$ cat src/hdl/spfg_pkg.sv
// ----------------------------------------------------------------------------
// spfg_pkg: servo pulse frame generator definitions
// Request types, command and register codes, width conversion helpers.
// ----------------------------------------------------------------------------
package spfg_pkg;

    localparam int CHANNELS_DEF = 4;
    localparam int PULSE_FIELDS = 4;   // channels carried by a set-pulses request
    localparam int PIN_W        = 4;   // width of the pin_levels field
    localparam int WIDTH_W      = 12;
    localparam int POS_W        = 16;
    localparam int ENABLE_W     = 4;
    localparam int CFG_IDX_W    = 2;
    localparam int CFG_DATA_W   = 16;

    localparam logic [WIDTH_W-1:0] MIN_WIDTH = 12'd500;
    localparam logic [WIDTH_W-1:0] MAX_WIDTH = 12'd2500;
    localparam logic [7:0]         MAX_ANGLE = 8'd180;
    // floor(a * 100 / 9) == (a * ANGLE_RECIP) >> 16 for a in 0..180
    localparam int                 ANGLE_RECIP_W = 20;
    localparam logic [ANGLE_RECIP_W-1:0] ANGLE_RECIP = 20'd728200;

    localparam logic [POS_W-1:0]    PERIOD_RST = 16'd19999;
    localparam logic [ENABLE_W-1:0] ENABLE_RST = 4'hF;

    typedef enum logic [1:0] {
        CMD_TICK   = 2'd0,
        CMD_PULSES = 2'd1,
        CMD_ANGLE  = 2'd2
    } t_cmd;

    typedef enum logic [CFG_IDX_W-1:0] {
        CFG_PERIOD = 2'd0,
        CFG_ENABLE = 2'd1
    } t_cfg_idx;

    typedef struct packed {
        logic [1:0]         cmd;
        logic [7:0]         channel;
        logic [7:0]         angle_deg;
        logic signed [15:0] pulse_a;
        logic signed [15:0] pulse_b;
        logic signed [15:0] pulse_c;
        logic signed [15:0] pulse_d;
    } t_in_req;

    typedef struct packed {
        logic [PIN_W-1:0] pin_levels;
        logic             frame_start;
    } t_out_req;

    // Nonpositive turns the channel off, else clamp to 500..2500.
    function automatic logic [WIDTH_W-1:0] width_from_pulse(logic signed [15:0] p);
        logic [WIDTH_W-1:0] w;
        if (p <= 16'sd0) begin
            w = '0;
        end else if (p < 16'sd500) begin
            w = MIN_WIDTH;
        end else if (p > 16'sd2500) begin
            w = MAX_WIDTH;
        end else begin
            w = p[WIDTH_W-1:0];
        end
        return w;
    endfunction

    function automatic logic [WIDTH_W-1:0] width_from_angle(logic [7:0] angle);
        logic [7:0]                    a;
        logic [ANGLE_RECIP_W+7:0]      prod;
        a    = (angle > MAX_ANGLE) ? MAX_ANGLE : angle;
        prod = {{ANGLE_RECIP_W{1'b0}}, a} * {8'd0, ANGLE_RECIP};
        return MIN_WIDTH + prod[ANGLE_RECIP_W+7:16];
    endfunction

endpackage

$ cat src/hdl/servo_pulse_frame_generator.sv
// ----------------------------------------------------------------------------
// servo_pulse_frame_generator
// Multi-channel servo pulse generator driven by microsecond tick requests.
// ----------------------------------------------------------------------------
// Pipeline: an accepted request passes the input register, then the result
//   register. Throughput: one request per cycle unless the result channel stalls;
//   all channel compares run in parallel.
// Reset (synchronous, active low): all widths off, frame position zero so the
//   next tick starts a frame, pins low, period 19999, all channels enabled.
module servo_pulse_frame_generator #(
    parameter int CHANNELS = spfg_pkg::CHANNELS_DEF
) (
    input  logic                             i_clk,
    input  logic                             i_rst_n,
    // request channel
    input  logic                             i_in_valid,
    output logic                             o_in_ready,
    input  spfg_pkg::t_in_req                i_in_req,
    // result channel
    output logic                             o_out_valid,
    input  logic                             i_out_ready,
    output spfg_pkg::t_out_req               o_out_req,
    // register writes
    input  logic                             i_cfg_valid,
    output logic                             o_cfg_ready,
    input  logic [spfg_pkg::CFG_IDX_W-1:0]   i_cfg_index,
    input  logic [spfg_pkg::CFG_DATA_W-1:0]  i_cfg_data
);

    localparam int WIDTH_W = spfg_pkg::WIDTH_W;
    localparam int POS_W   = spfg_pkg::POS_W;
    // channels reachable by pulses, enable bits and the pin field
    localparam int PF_LIM  = (CHANNELS < spfg_pkg::PULSE_FIELDS) ?
                             CHANNELS : spfg_pkg::PULSE_FIELDS;
    localparam int EN_LIM  = (CHANNELS < spfg_pkg::ENABLE_W) ? CHANNELS : spfg_pkg::ENABLE_W;
    localparam int PIN_LIM = (CHANNELS < spfg_pkg::PIN_W) ? CHANNELS : spfg_pkg::PIN_W;

    // ---------------- handshake / pipeline control ----------------
    logic               r_s1_vld;
    spfg_pkg::t_in_req  r_s1_req;
    logic               r_out_vld;
    spfg_pkg::t_out_req r_out;
    logic               w_s1_move;

    // stage 1 moves into the result register when that one is free or draining
    assign w_s1_move   = r_s1_vld && (!r_out_vld || i_out_ready);
    assign o_in_ready  = !r_s1_vld || w_s1_move;
    assign o_out_valid = r_out_vld;
    assign o_out_req   = r_out;
    assign o_cfg_ready = 1'b1;   // registers are plain flops, always writable

    // ---------------- configuration registers ----------------
    logic [POS_W-1:0]                r_period;
    logic [spfg_pkg::ENABLE_W-1:0]   r_enable;

    always_ff @(posedge i_clk) begin
        if (!i_rst_n) begin
            r_period <= spfg_pkg::PERIOD_RST;
            r_enable <= spfg_pkg::ENABLE_RST;
        end else if (i_cfg_valid) begin
            unique case (spfg_pkg::t_cfg_idx'(i_cfg_index))
                spfg_pkg::CFG_PERIOD: r_period <= i_cfg_data;
                spfg_pkg::CFG_ENABLE: r_enable <= i_cfg_data[spfg_pkg::ENABLE_W-1:0];
                default: ;   // unmapped index: write dropped
            endcase
        end
    end

    // ---------------- generator state ----------------
    logic [CHANNELS-1:0][WIDTH_W-1:0] r_set_w,   n_set_w;
    logic [CHANNELS-1:0][WIDTH_W-1:0] r_frame_w, n_frame_w;
    logic [POS_W-1:0]                 r_pos,     n_pos;
    logic [CHANNELS-1:0]              r_pin,     n_pin;
    logic                             n_start;
    spfg_pkg::t_out_req               n_out;

    logic [CHANNELS-1:0]                         w_en;
    logic [spfg_pkg::PULSE_FIELDS-1:0][15:0]     w_pulse;
    logic [WIDTH_W-1:0]                          w_angle_w;

    // enable bits mapped onto channels; channels past the enable field stay off
    always_comb begin
        w_en = '0;
        for (int i = 0; i < EN_LIM; i++) begin
            w_en[i] = r_enable[i];
        end
    end

    always_comb begin
        w_pulse[0] = r_s1_req.pulse_a;
        w_pulse[1] = r_s1_req.pulse_b;
        w_pulse[2] = r_s1_req.pulse_c;
        w_pulse[3] = r_s1_req.pulse_d;
    end

    assign w_angle_w = spfg_pkg::width_from_angle(r_s1_req.angle_deg);

    always_comb begin
        n_set_w   = r_set_w;
        n_frame_w = r_frame_w;
        n_pos     = r_pos;
        n_pin     = r_pin;
        n_start   = 1'b0;
        case (spfg_pkg::t_cmd'(r_s1_req.cmd))
            spfg_pkg::CMD_TICK: begin
                // frame start: latch the widths and raise enabled, nonzero channels
                if (r_pos == '0) begin
                    n_start   = 1'b1;
                    n_frame_w = r_set_w;
                    for (int i = 0; i < CHANNELS; i++) begin
                        n_pin[i] = w_en[i] && (r_set_w[i] != '0);
                    end
                end
                // drop each pin on the tick its width is reached
                for (int i = 0; i < CHANNELS; i++) begin
                    if (n_frame_w[i] != '0 &&
                        {{(POS_W-WIDTH_W){1'b0}}, n_frame_w[i]} == r_pos) begin
                        n_pin[i] = 1'b0;
                    end
                end
                n_pos = (r_pos == r_period) ? '0 : r_pos + 1'b1;
            end
            spfg_pkg::CMD_PULSES: begin
                for (int i = 0; i < PF_LIM; i++) begin
                    n_set_w[i] = spfg_pkg::width_from_pulse(w_pulse[i]);
                end
            end
            spfg_pkg::CMD_ANGLE: begin
                // out-of-range channel matches nothing and is ignored
                for (int i = 0; i < CHANNELS; i++) begin
                    if (r_s1_req.channel == 8'(i)) begin
                        n_set_w[i] = w_angle_w;
                    end
                end
            end
            default: ;   // unused command: report only
        endcase
    end

    always_comb begin
        n_out.pin_levels  = '0;
        n_out.frame_start = n_start;
        for (int i = 0; i < PIN_LIM; i++) begin
            n_out.pin_levels[i] = n_pin[i];
        end
    end

    always_ff @(posedge i_clk) begin
        if (!i_rst_n) begin
            r_s1_vld  <= 1'b0;
            r_out_vld <= 1'b0;
            r_set_w   <= '0;
            r_frame_w <= '0;
            r_pos     <= '0;
            r_pin     <= '0;
        end else begin
            if (o_in_ready) begin
                r_s1_vld <= i_in_valid;
            end
            if (w_s1_move) begin
                r_out_vld <= 1'b1;
                r_set_w   <= n_set_w;
                r_frame_w <= n_frame_w;
                r_pos     <= n_pos;
                r_pin     <= n_pin;
            end else if (i_out_ready) begin
                r_out_vld <= 1'b0;
            end
        end
    end

    // payload registers, no reset
    always_ff @(posedge i_clk) begin
        if (o_in_ready && i_in_valid) begin
            r_s1_req <= i_in_req;
        end
        if (w_s1_move) begin
            r_out <= n_out;
        end
    end

endmodule

$ cat config.mk
export PLATFORM = sky130hd
export DESIGN_NAME = servo_pulse_frame_generator
export DESIGN_NICKNAME = d
export VERILOG_FILES = /design/src/hdl/spfg_pkg.sv /design/src/hdl/servo_pulse_frame_generator.sv
export SDC_FILE = /design/constraint.sdc
export NUM_CORES = 1
export LEC_CHECK = 0
export BUFFER_PORTS_ARGS = -buffer_cell sky130_fd_sc_hd__buf_2
export CAP_MARGIN = 10
export CELL_PAD_IN_SITES_DETAIL_PLACEMENT = 2
export CELL_PAD_IN_SITES_GLOBAL_PLACEMENT = 2
export CORE_MARGIN = 1
export CORE_UTILIZATION = 34
export DETAILED_ROUTE_END_ITERATION = 8
export GPL_TIMING_DRIVEN = 1
export HOLD_SLACK_MARGIN = 0.02
export MAX_ROUTING_LAYER = met4
export PLACE_DENSITY = 0.87
export SLEW_MARGIN = 20
export SYNTH_ARGS = -nofsm -noshare
export SYNTH_HDL_FRONTEND = slang
export SYNTH_SLANG_ARGS = --single-unit
$ cat constraint.sdc
create_clock -name i_clk -period 5.2 [get_ports i_clk]
set_clock_uncertainty 0.2 [all_clocks]
set_input_delay 1.04 -clock i_clk [delete_from_list [all_inputs] [get_ports i_clk]]
set_output_delay 1.04 -clock i_clk [all_outputs]
set_load 0.02 [all_outputs]
; ---- Word level (Yosys, flattened, before mapping)
; Cells that the tools add are included.
[word_totals]
ff_bits = 225
wordCells = 119
[classes]
n_addsub = 2
multipliers = 1
magnitude_cmp = 13
eq_ne = 15
n_mux = 30
n_reduce_logical = 35
[op_table]
columns = op, n
row1 = $mux W12, 16
row2 = $mux W48, 2
row3 = $pmux W48 S2, 1
row4 = $reduce_bool A12 Y1, 8
row5 = $eq A12 B16 Y1, 4
row6 = $gt A16 B13 Y1 const B, 4
row7 = $le A16 B1 Y1 const B, 4
row8 = $lt A16 B10 Y1 const B, 4
row9 = $mul A8 B17 Y25 const B, 1
row10 = $add A16 B1 Y16 const B, 1
row11 = $eq A16 B16 Y1, 1
row12 = $eq A8 B2 Y1 const B, 2
row13 = $logic_not A16 Y1, 1
row14 = $mux W16, 1
row15 = $add A9 B12 Y12 const A, 1
row16 = $reduce_and A3 Y1, 4
row17 = $logic_and A1 B1 Y1, 10
row18 = $eq A8 B1 Y1 const B, 1
row19 = $gt A8 B8 Y1 const B, 1
row20 = $logic_not A8 Y1, 1
row21 = $mux W4, 2
row22 = $mux W8, 1
row23 = $ne A2 B2 Y1 const B, 4
row24 = $mux W1, 7
row25 = 7 further kinds, 14

; ---- Logic depth before layout (Yosys ltp)
; Gate-level depths: netlist of the first run.
[depth]
word_depth = 7
ltp_mapped = 22

; ---- Worst setup path after synthesis of the first run
; Ideal clock, no wire load.
[synth_path]
kind = register -> register
start = register r_s1_req[66] (netlist bit)
end = register r_set_w[11] (netlist bit)
setup_time_ps = 59
arrival_ps = 5319
slack_ps = -377
path_stages_with_launch = 20
path_buffers = 0
synth_period_minus_slack_ps = 5577
path_cell_list = edfxtp_1 -> o211a_1 -> o21ai_1 -> nand2b_1 -> ha_1 -> ha_1 -> inv_1 -> fa_1 -> inv_1 -> fa_1 -> ha_1 -> nand4_1 -> a2111oi_0 -> a31oi_1 -> a41o_1 -> a211oi_1 -> o41ai_1 -> or3_1 -> a31oi_1 -> o221a_2
[synth_via]
elab_chain_cells = 6
[synth_lines]
columns = item, line_no
row1 = start: declaration, servo_pulse_frame_generator.sv:40  ; spfg_pkg::t_in_req r_s1_req;
row2 = start signal: assignment, servo_pulse_frame_generator.sv:175  ; r_s1_req <= i_in_req;
row3 = $gt A8 B8 Y1, spfg_pkg.sv:70  ; a = (angle > MAX_ANGLE) ? MAX_ANGLE : angle;
row4 = $mux W8 (*), spfg_pkg.sv:70
row5 = $mul A8 B17 Y25 (*), spfg_pkg.sv:71  ; prod = {{ANGLE_RECIP_W{1'b0}}, a} * {8'd0, ANGLE_RECIP};
row6 = $add A9 B12 Y12 (*), spfg_pkg.sv:72  ; return MIN_WIDTH + prod[ANGLE_RECIP_W+7:16];
row7 = $mux W12 (*), servo_pulse_frame_generator.sv:131  ; if (r_s1_req.channel == 8'(i)) begin
row8 = $pmux W48 S2 (*), servo_pulse_frame_generator.sv:104  ; case (spfg_pkg::t_cmd'(r_s1_req.cmd))
row9 = end signal: assignment, servo_pulse_frame_generator.sv:162  ; r_set_w <= n_set_w;
row10 = end: declaration, servo_pulse_frame_generator.sv:70  ; logic [CHANNELS-1:0][WIDTH_W-1:0] r_set_w, n_set_w;
; Every way passes the cells marked *; elsewhere a longest branch is shown, timed or not. The select of a mux whose other input is x is not followed.
; A chain may end at the register's enable or synchronous reset.

; ---- Worst setup path after layout of the first run
[layout_path]
start = register r_s1_req[67] (netlist bit)
end = register r_set_w[22] (netlist bit)
; Same word-level chain as after synthesis.

==> results of run 1 <==
==> per-stage QoR <==
step | std cells | hold slack, ps | setup TNS (ps) | power (mW)
6_report | 2018 | 285 | -28950 | 7.82
5_1_grt | 2018 | 309 | -28420 | 7.97
4_1_cts | 1999 | 283 | -10630 | 6.73
3_5_place_dp | 1931 | 269 | -18930 | 4.15
3_3_place_gp | 1931 | 251 | -4450 | 3.98
2_1_floorplan | 1317 | 238 | -127 | 3.18
==> cells in the final DEF, fill, tap and decap left out, types with 10 or more instances in the layout <==
cell         n
xnor2_1     36
dfxtp_1    138
buf_4      120
ha_1        35
edfxtp_1    87
nand2_1    192
clkbuf_16   27
fa_1        16
buf_6       24
inv_1       46
nor3_1      24
a31oi_1     20
a21oi_1     46
nand3_1     25
mux2i_1     54
o21ai_0     74
xor2_1      49
inv_2       13
a21boi_0    54
buf_2      111
nand4_1     19
nor2_1      62
a21oi_2     10
ha_4        20
nor4_1      28
==> area by class of cell <==
type                            count  area share (%)
Multi-Input combinational cell    966            46.0
Sequential cell                   225            32.8
Timing Repair Buffer              257            10.8
Clock buffer                       37            4.66
Tap cell                          461            3.52
Inverter                           61            1.41
Clock inverter                     11           0.794
==> sequential cells by signal, indices dropped and copies added, names as in the netlist <==
signal and count:
r_pin 4, r_enable 4, r_s1_req 82, o_out_valid 1
r_pos 16, r_s1_vld 1, o_out_req 5, r_period 16
r_frame_w 48, r_set_w 48
==> synth_stat cells (7+ instances only) <==
cell        n  area [um^2]
nor2_1     70          263
clkbuf_1   45          169
fa_1       19          380
a21oi_1    60          300
nand3_1    27          135
xor2_1     50          438
o221a_2     9          101
mux2i_1    56          561
a21boi_0   57          428
buf_2      10         50.1
nor4_1     33          206
edfxtp_1   87         2610
nand2_1   205          769
nor3_1     27          135
and3_1     10         62.6
a31oi_1    30          188
nor2b_1     8         50.1
o31ai_1     9         67.6
dfxtp_1   138         2760
nand2b_1   12         75.1
or4_1      10         75.1
o21ai_0    82          410
nand4_1    19          119
ha_1       56          701
inv_1      60          225
o211a_1     7         70.1
xnor2_1    38          333
==> worst min-delay path, stage by stage (launching register included) <==
cell and delay, ps:
dfxtp_1 310, nand2_1 50, a21boi_0 70
==> path summary, 6_finish.rpt <==
kind                                    start       endpoint  slack, ps  depth (start not counted)
worst max register to register   r_s1_req[67]    r_set_w[22]      -1170                         24
worst min register to register  r_frame_w[47]  r_frame_w[47]        290                          2
worst max-delay path             r_s1_req[67]    r_set_w[22]      -1170                         24
worst min-delay path            r_frame_w[47]  r_frame_w[47]        290                          2
==> repair_timing <==
action                     CTS  global route
setup buffers               20            20
pin swaps                   50            47
hold endpoints to repair     0             0
setup endpoints to repair   39            44
gates resized for setup     94           104
hold buffers                 0             0
==> power breakdown <==
part	total, mW	switching (mW)	internal (mW)
clock	2.02	0.853	1.17
combinational	3.81	2.18	1.62
sequential	1.99	0.0834	1.91
total	7.82	3.12	4.70
==> kinds of logic after synthesis <==
| logic type | after synthesis | share of synthesized area (%) |
|---|---|---|
| AO/OA/AOI/OAI | 297 | 15.5 |
| XOR/XNOR | 88 | 6.24 |
| adder cells (fa/ha/maj) | 75 | 8.75 |
| buffers and inverters | 126 | 4.33 |
| flip-flops | 225 | 43.5 |
| multiplexers | 58 | 4.81 |
| other | 2 | 0.0608 |
| AND/OR/NAND/NOR | 446 | 16.8 |
==> metal layers <==
metal	GRT usage [%]	routed length [um]
met5	-	0
met3	4.55	3400
met1	30.1	21400
met4	14.3	5410
met2	53.1	31800
==> impl_metrics.json, run 1 <==
{
  "cp_slowest_cell": "nor4_2",
  "fp.dieArea_mm2": 0.0371,
  "placed_area_mm2": 0.0141,
  "core-area_mm2": 0.0357,
  "vias": 12300,
  "htree_levels": 1,
  "crit_family": "compound AO/OA/AOI/OAI gates",
  "design_area_mm2": 0.0164,
  "hold_class": "reg -> reg",
  "async_flop_share_pct": 0,
  "ys_types": 62,
  "track_usage_pct": 29.0,
  "worst_pin_slew_ps": 1190,
  "cp_max_fo": 7,
  "port-buffer-count": 111,
  "grt_pass1_wl_mm": 79.1,
  "synth_enable_flop_cells": 87,
  "crit_chain": "o211a_1 > o21ai_4 > buf_6 > nand2b_4 > ha_4 > buf_4 > buf_4 > ha_1 > inv_1 > fa_1 > inv_1 > fa_1 > ha_1 > buf_6 > a21oi_1 > a21boi_4 > a211oi_2 > buf_4 > nor4_2 > o21ai_0 > mux2i_2 > buf_4 > a21oi_1 > a21oi_1",
  "drt_iter0_drc": 844,
  "crit_arrival_ps": 6660,
  "setup_viol": 46,
  "synthCells": 1317,
  "ant_nets": 0,
  "rows": 69,
  "syn-cell-area_mm2": 0.0124,
  "fillers": 3658,
  "io_pins": 113,
  "multi_input_area_mm2": 0.00754,
  "critPathLaunchType": "flip-flop",
  "avgRoutedWirePerCell_um": 30.7,
  "place_ws_ps": -971,
  "yosys_most_used_dff": "dfxtp_1",
  "drtPass1Iterations": 8,
  "drc": 5,
  "ys_ff_latch": 225,
  "path_buf_inv": 8,
  "clk_pin_slew_ps": 70,
  "layout.area.seq_mm2": 0.00538,
  "grt_setup_unrepaired": "true",
  "leakage_nw": 6.38,
  "cp.required_ps": 5490,
  "run_status": "complete, but fails checks",
  "first_global_vias": 13200,
  "antenna_found_initial": 1,
  "syn_nets": 1497,
  "place.gp.congestion": 0.856,
  "critPathMaxStageDelay_ps": 490,
  "cts_tree": "built",
  "syn_avg_cell_area_um2": 9.38,
  "clk_path_buf_depth": 3,
  "cts_sinks": 225,
  "max_cap_violations": 0,
  "finalWorstSetupSlack_ps": -1170,
  "ys_warn_count": 0,
  "critical_path_class": "reg -> reg",
  "insertedDiodeCount": 0,
  "start_util_pct": 34.6,
  "nets": 1717,
  "relSlewSlack_pct": 20.6,
  "peakVddDrop_mv": 0.310,
  "clock_latency_ps": 580,
  "fin_util_pct": 45.9,
  "grt_max_degree": 60,
  "wl_mm": 62.0,
  "failed_checks": "design-rule violations, negative setup slack",
  "cts_inserted_buffers": 26,
  "finalCritPeriodShare_pct": 123,
  "overflow": 0,
  "drive_gt1_share_pct": 28.8,
  "vias_per_cell": 6.08,
  "fmax_mhz": 157,
  "finalHoldViolCount": 0,
  "area_growth_pct": 32.6,
  "synth_seq_area_share_pct": 43.5,
  "slew_viol_final": 0,
  "die_height_um": 193,
  "cp_common_cell": "buf_4",
  "end_kind": "flip-flop",
  "dp_hpwl_mm": 33.4,
  "cts-root-buf": "clkbuf_16",
  "die_w_um": 193,
  "p_per_area_mw_per_mm2": 477,
  "min_period_ps": 6370
}
Power figures use the tool's default switching activity.
==> run 2: changes to the inputs <==
- ABC_AREA: unset -> 1
- CORE_UTILIZATION: 34 -> 33
- PLACE_DENSITY: 0.87 -> 0.88
==> impl_metrics.json, run 2 <==
{
  "run_status": "complete, but fails checks",
  "failed_checks": "negative setup slack",
  "finalCritPeriodShare_pct": 112,
  "hold_class": "reg -> reg",
  "synth_seq_area_share_pct": 41.1,
  "cts-root-buf": "clkbuf_16",
  "synth_top_area_share_pct": 21.1,
  "clock_latency_ps": 590,
  "critical_path_class": "reg -> reg",
  "power_switching_mw": 3.33,
  "cp_max_fo": 4,
  "synthTopCellsByArea": "dfxtp_1 21%, edfxtp_1 20%, inv_1 7.5%, nand2_1 7.3%, ha_1 5.4%",
  "holdPathStages": 2,
  "cts_sinks": 225,
  "syn-cell-area_mm2": 0.0131,
  "p_sw_share_pct": 43.9,
  "synthAdderAreaFrac_pct": 8.27,
  "port-buffer-count": 111,
  "place.gp.congestion": 0.868,
  "grt_pass1_wl_mm": 90.0,
  "finalWorstSetupSlack_ps": -605,
  "leakage_nw": 7.24,
  "syn_nets": 1808,
  "final.setup.tns_ps": -17360,
  "grt_setup_unrepaired": "true",
  "dp_hpwl_mm": 35.5,
  "synth_compound_area_share_pct": 17.9,
  "die_height_um": 201,
  "critPathMaxStageDelay_ps": 600,
  "fmax_mhz": 172,
  "synth_enable_flop_cells": 87,
  "cts_tree": "built",
  "crit_end": "r_set_w[34]",
  "power_frac_comb_pct": 47.1,
  "yosys.area_share.simple_pct": 20.0,
  "cts_inserted_buffers": 27,
  "htree_levels": 1,
  "fp.dieArea_mm2": 0.0404,
  "grt_max_degree": 77,
  "r2r-end": "r_set_w[34]",
  "worst_pin_slew_ps": 882,
  "clk_path_buf_depth": 3,
  "ys_ff_latch": 225,
  "reg2regPathDepth": 33,
  "drc": 0,
  "syn_avg_cell_area_um2": 8.03,
  "place_ws_ps": -658,
  "wl_mm": 70.5,
  "place_inst": 2241,
  "nets": 1969,
  "start_util_pct": 33.7,
  "drtPass1Iterations": 8,
  "timing.hold.ws_ps": 294,
  "largest_reg_flops": 82,
  "track_usage_pct": 29.9,
  "p_seq_share_pct": 26.5,
  "crit_arrival_ps": 6120,
  "cp-startpoint": "r_s1_req[70]",
  "rows": 72,
  "final_common_cell": "inv_1",
  "ys_types": 63,
  "synthMuxAreaShare_pct": 0,
  "peakVddDrop_mv": 0.407,
  "avgRoutedWirePerCell_um": 30.3,
  "synthCells": 1628,
  "vias_per_cell": 5.99,
  "min_period_ps": 5800,
  "cp_common_cell": "inv_2",
  "die_w_um": 201,
  "antenna_found_initial": 3,
  "ys_warn_count": 0,
  "p_per_area_mw_per_mm2": 457,
  "first_global_vias": 14700,
  "slew_viol_final": 0,
  "async_flop_share_pct": 0,
  "area_growth_pct": 26.8,
  "relSlewSlack_pct": 41.0,
  "drive_gt1_share_pct": 26.0,
  "yosysTopAreaCell": "dfxtp_1",
  "p_int_mw": 4.25,
  "overflow": 0,
  "drt_iter0_drc": 1230,
  "core-area_mm2": 0.0388,
  "synth_xor_xnor_area_share_pct": 2.41,
  "synthTopCellsByCount": "260 x inv_1, 253 x nand2_1, 138 x dfxtp_1",
  "end_kind": "flip-flop",
  "vias": 14000,
  "rrSetupSlack_ps": -600,
  "yosysMostFrequentCell": "inv_1",
  "synth_top_family_by_area": "simple AND/OR/NAND/NOR gates",
  "layout_common_cells": "241 x inv_1, 216 x nand2_1, 138 x dfxtp_1",
  "critPathLaunchType": "flip-flop",
  "clk_pin_slew_ps": 70,
  "ant_nets": 0,
  "finalHoldViolCount": 0,
  "cp.required_ps": 5510,
  "postCtsHoldBufs": 0,
  "setup_viol": 44,
  "fin_cells": 2331,
  "yosys_most_used_dff": "dfxtp_1",
  "io_pins": 113,
  "reg_top3": "r_s1_req (82), r_frame_w (48), r_set_w (48)",
  "reg2reg_from": "r_s1_req[70]",
  "cp_slowest_cell": "fa_1",
  "regMostFlops": "r_s1_req",
  "max_cap_violations": 0,
  "clkPwrFrac_pct": 26.4
}
## run 2: stage by stage
stage | utilization, % | total power, mW | area (um^2)
finish | 42.7 | 7.58 | 16600
CTS | 40.7 | 6.37 | 15800
global route | 42.7 | 7.70 | 16600
detailed placement | 36.8 | 3.91 | 14300
global placement | 36.8 | 3.72 | 14300
floorplan | - | 3.20 | 13100
## run 2: cell families after synthesis
kind of cell,count (synthesis)
adders and majority gates,75
other,2
buffers and inverters,335
xor gates and xnor gates,36
AOI/OAI and AO/OA,394
and+or+nand+nor,561
DFF,225
## run 2: how the worst min path moves through the flow
stage / endpoint / from / slack [ps]
after floorplan: r_enable[0] / r_enable[0] / 220
after global placement: r_pin[2] / r_pin[2] / 270
after detailed placement: r_period[11] / r_period[11] / 280
after CTS: r_period[6] / r_period[6] / 290
after global routing: r_period[3] / r_period[3] / 330
final: r_period[10] / r_period[10] / 290
## run 2: repair_timing
action / in CTS / in global routing
hold endpoints to repair: 0 / 0
pin swaps: 47 / 47
buffers inserted: 23 / 14
endpoints found under the setup margin: 40 / 48
gates resized for setup: 102 / 142
## run 2: power groups by stage
stage	clock (mW)	combinational [mW]	sequential, mW
2_1_floorplan	0	1.19	2.00
3_5_place_dp	0	1.89	2.02
3_3_place_gp	0	1.70	2.02
4_1_cts	1.96	2.43	1.99
6_report	2.00	3.57	2.01
5_1_grt	2.07	3.62	2.01
## run 2: cell type report
class | count | area (um^2)
Tap cell | 518 | 648
Timing Repair Buffer | 185 | 1160
Fill cell | 4207 | 22200
Inverter | 282 | 1080
Antenna cell | 3 | 7.51
Clock inverter | 13 | 91.3
Sequential cell | 225 | 5380
Clock buffer | 37 | 800
Multi-Input combinational cell | 1068 | 7410
## run 2: routing by layer
metal | vias to the layer above | track usage (%) | routed length (um)
met3 | 408 | 5.32 | 4760
met1 | 6943 | 31.7 | 25500
met2 | 809 | 50.9 | 34000
met4 | 0 | 20.0 | 6290
li1 | 5811 | - | -
met5 | - | - | 0
## run 2: worst max-delay path: cells and delay by family, from the launching register on
family,cells,cell delay (ps)
AOI/OAI and AO/OA,2,370
adders and majority gates,6,2250
buffers and inverters,9,680
DFF,1,460
and+or+nand+nor,16,1780
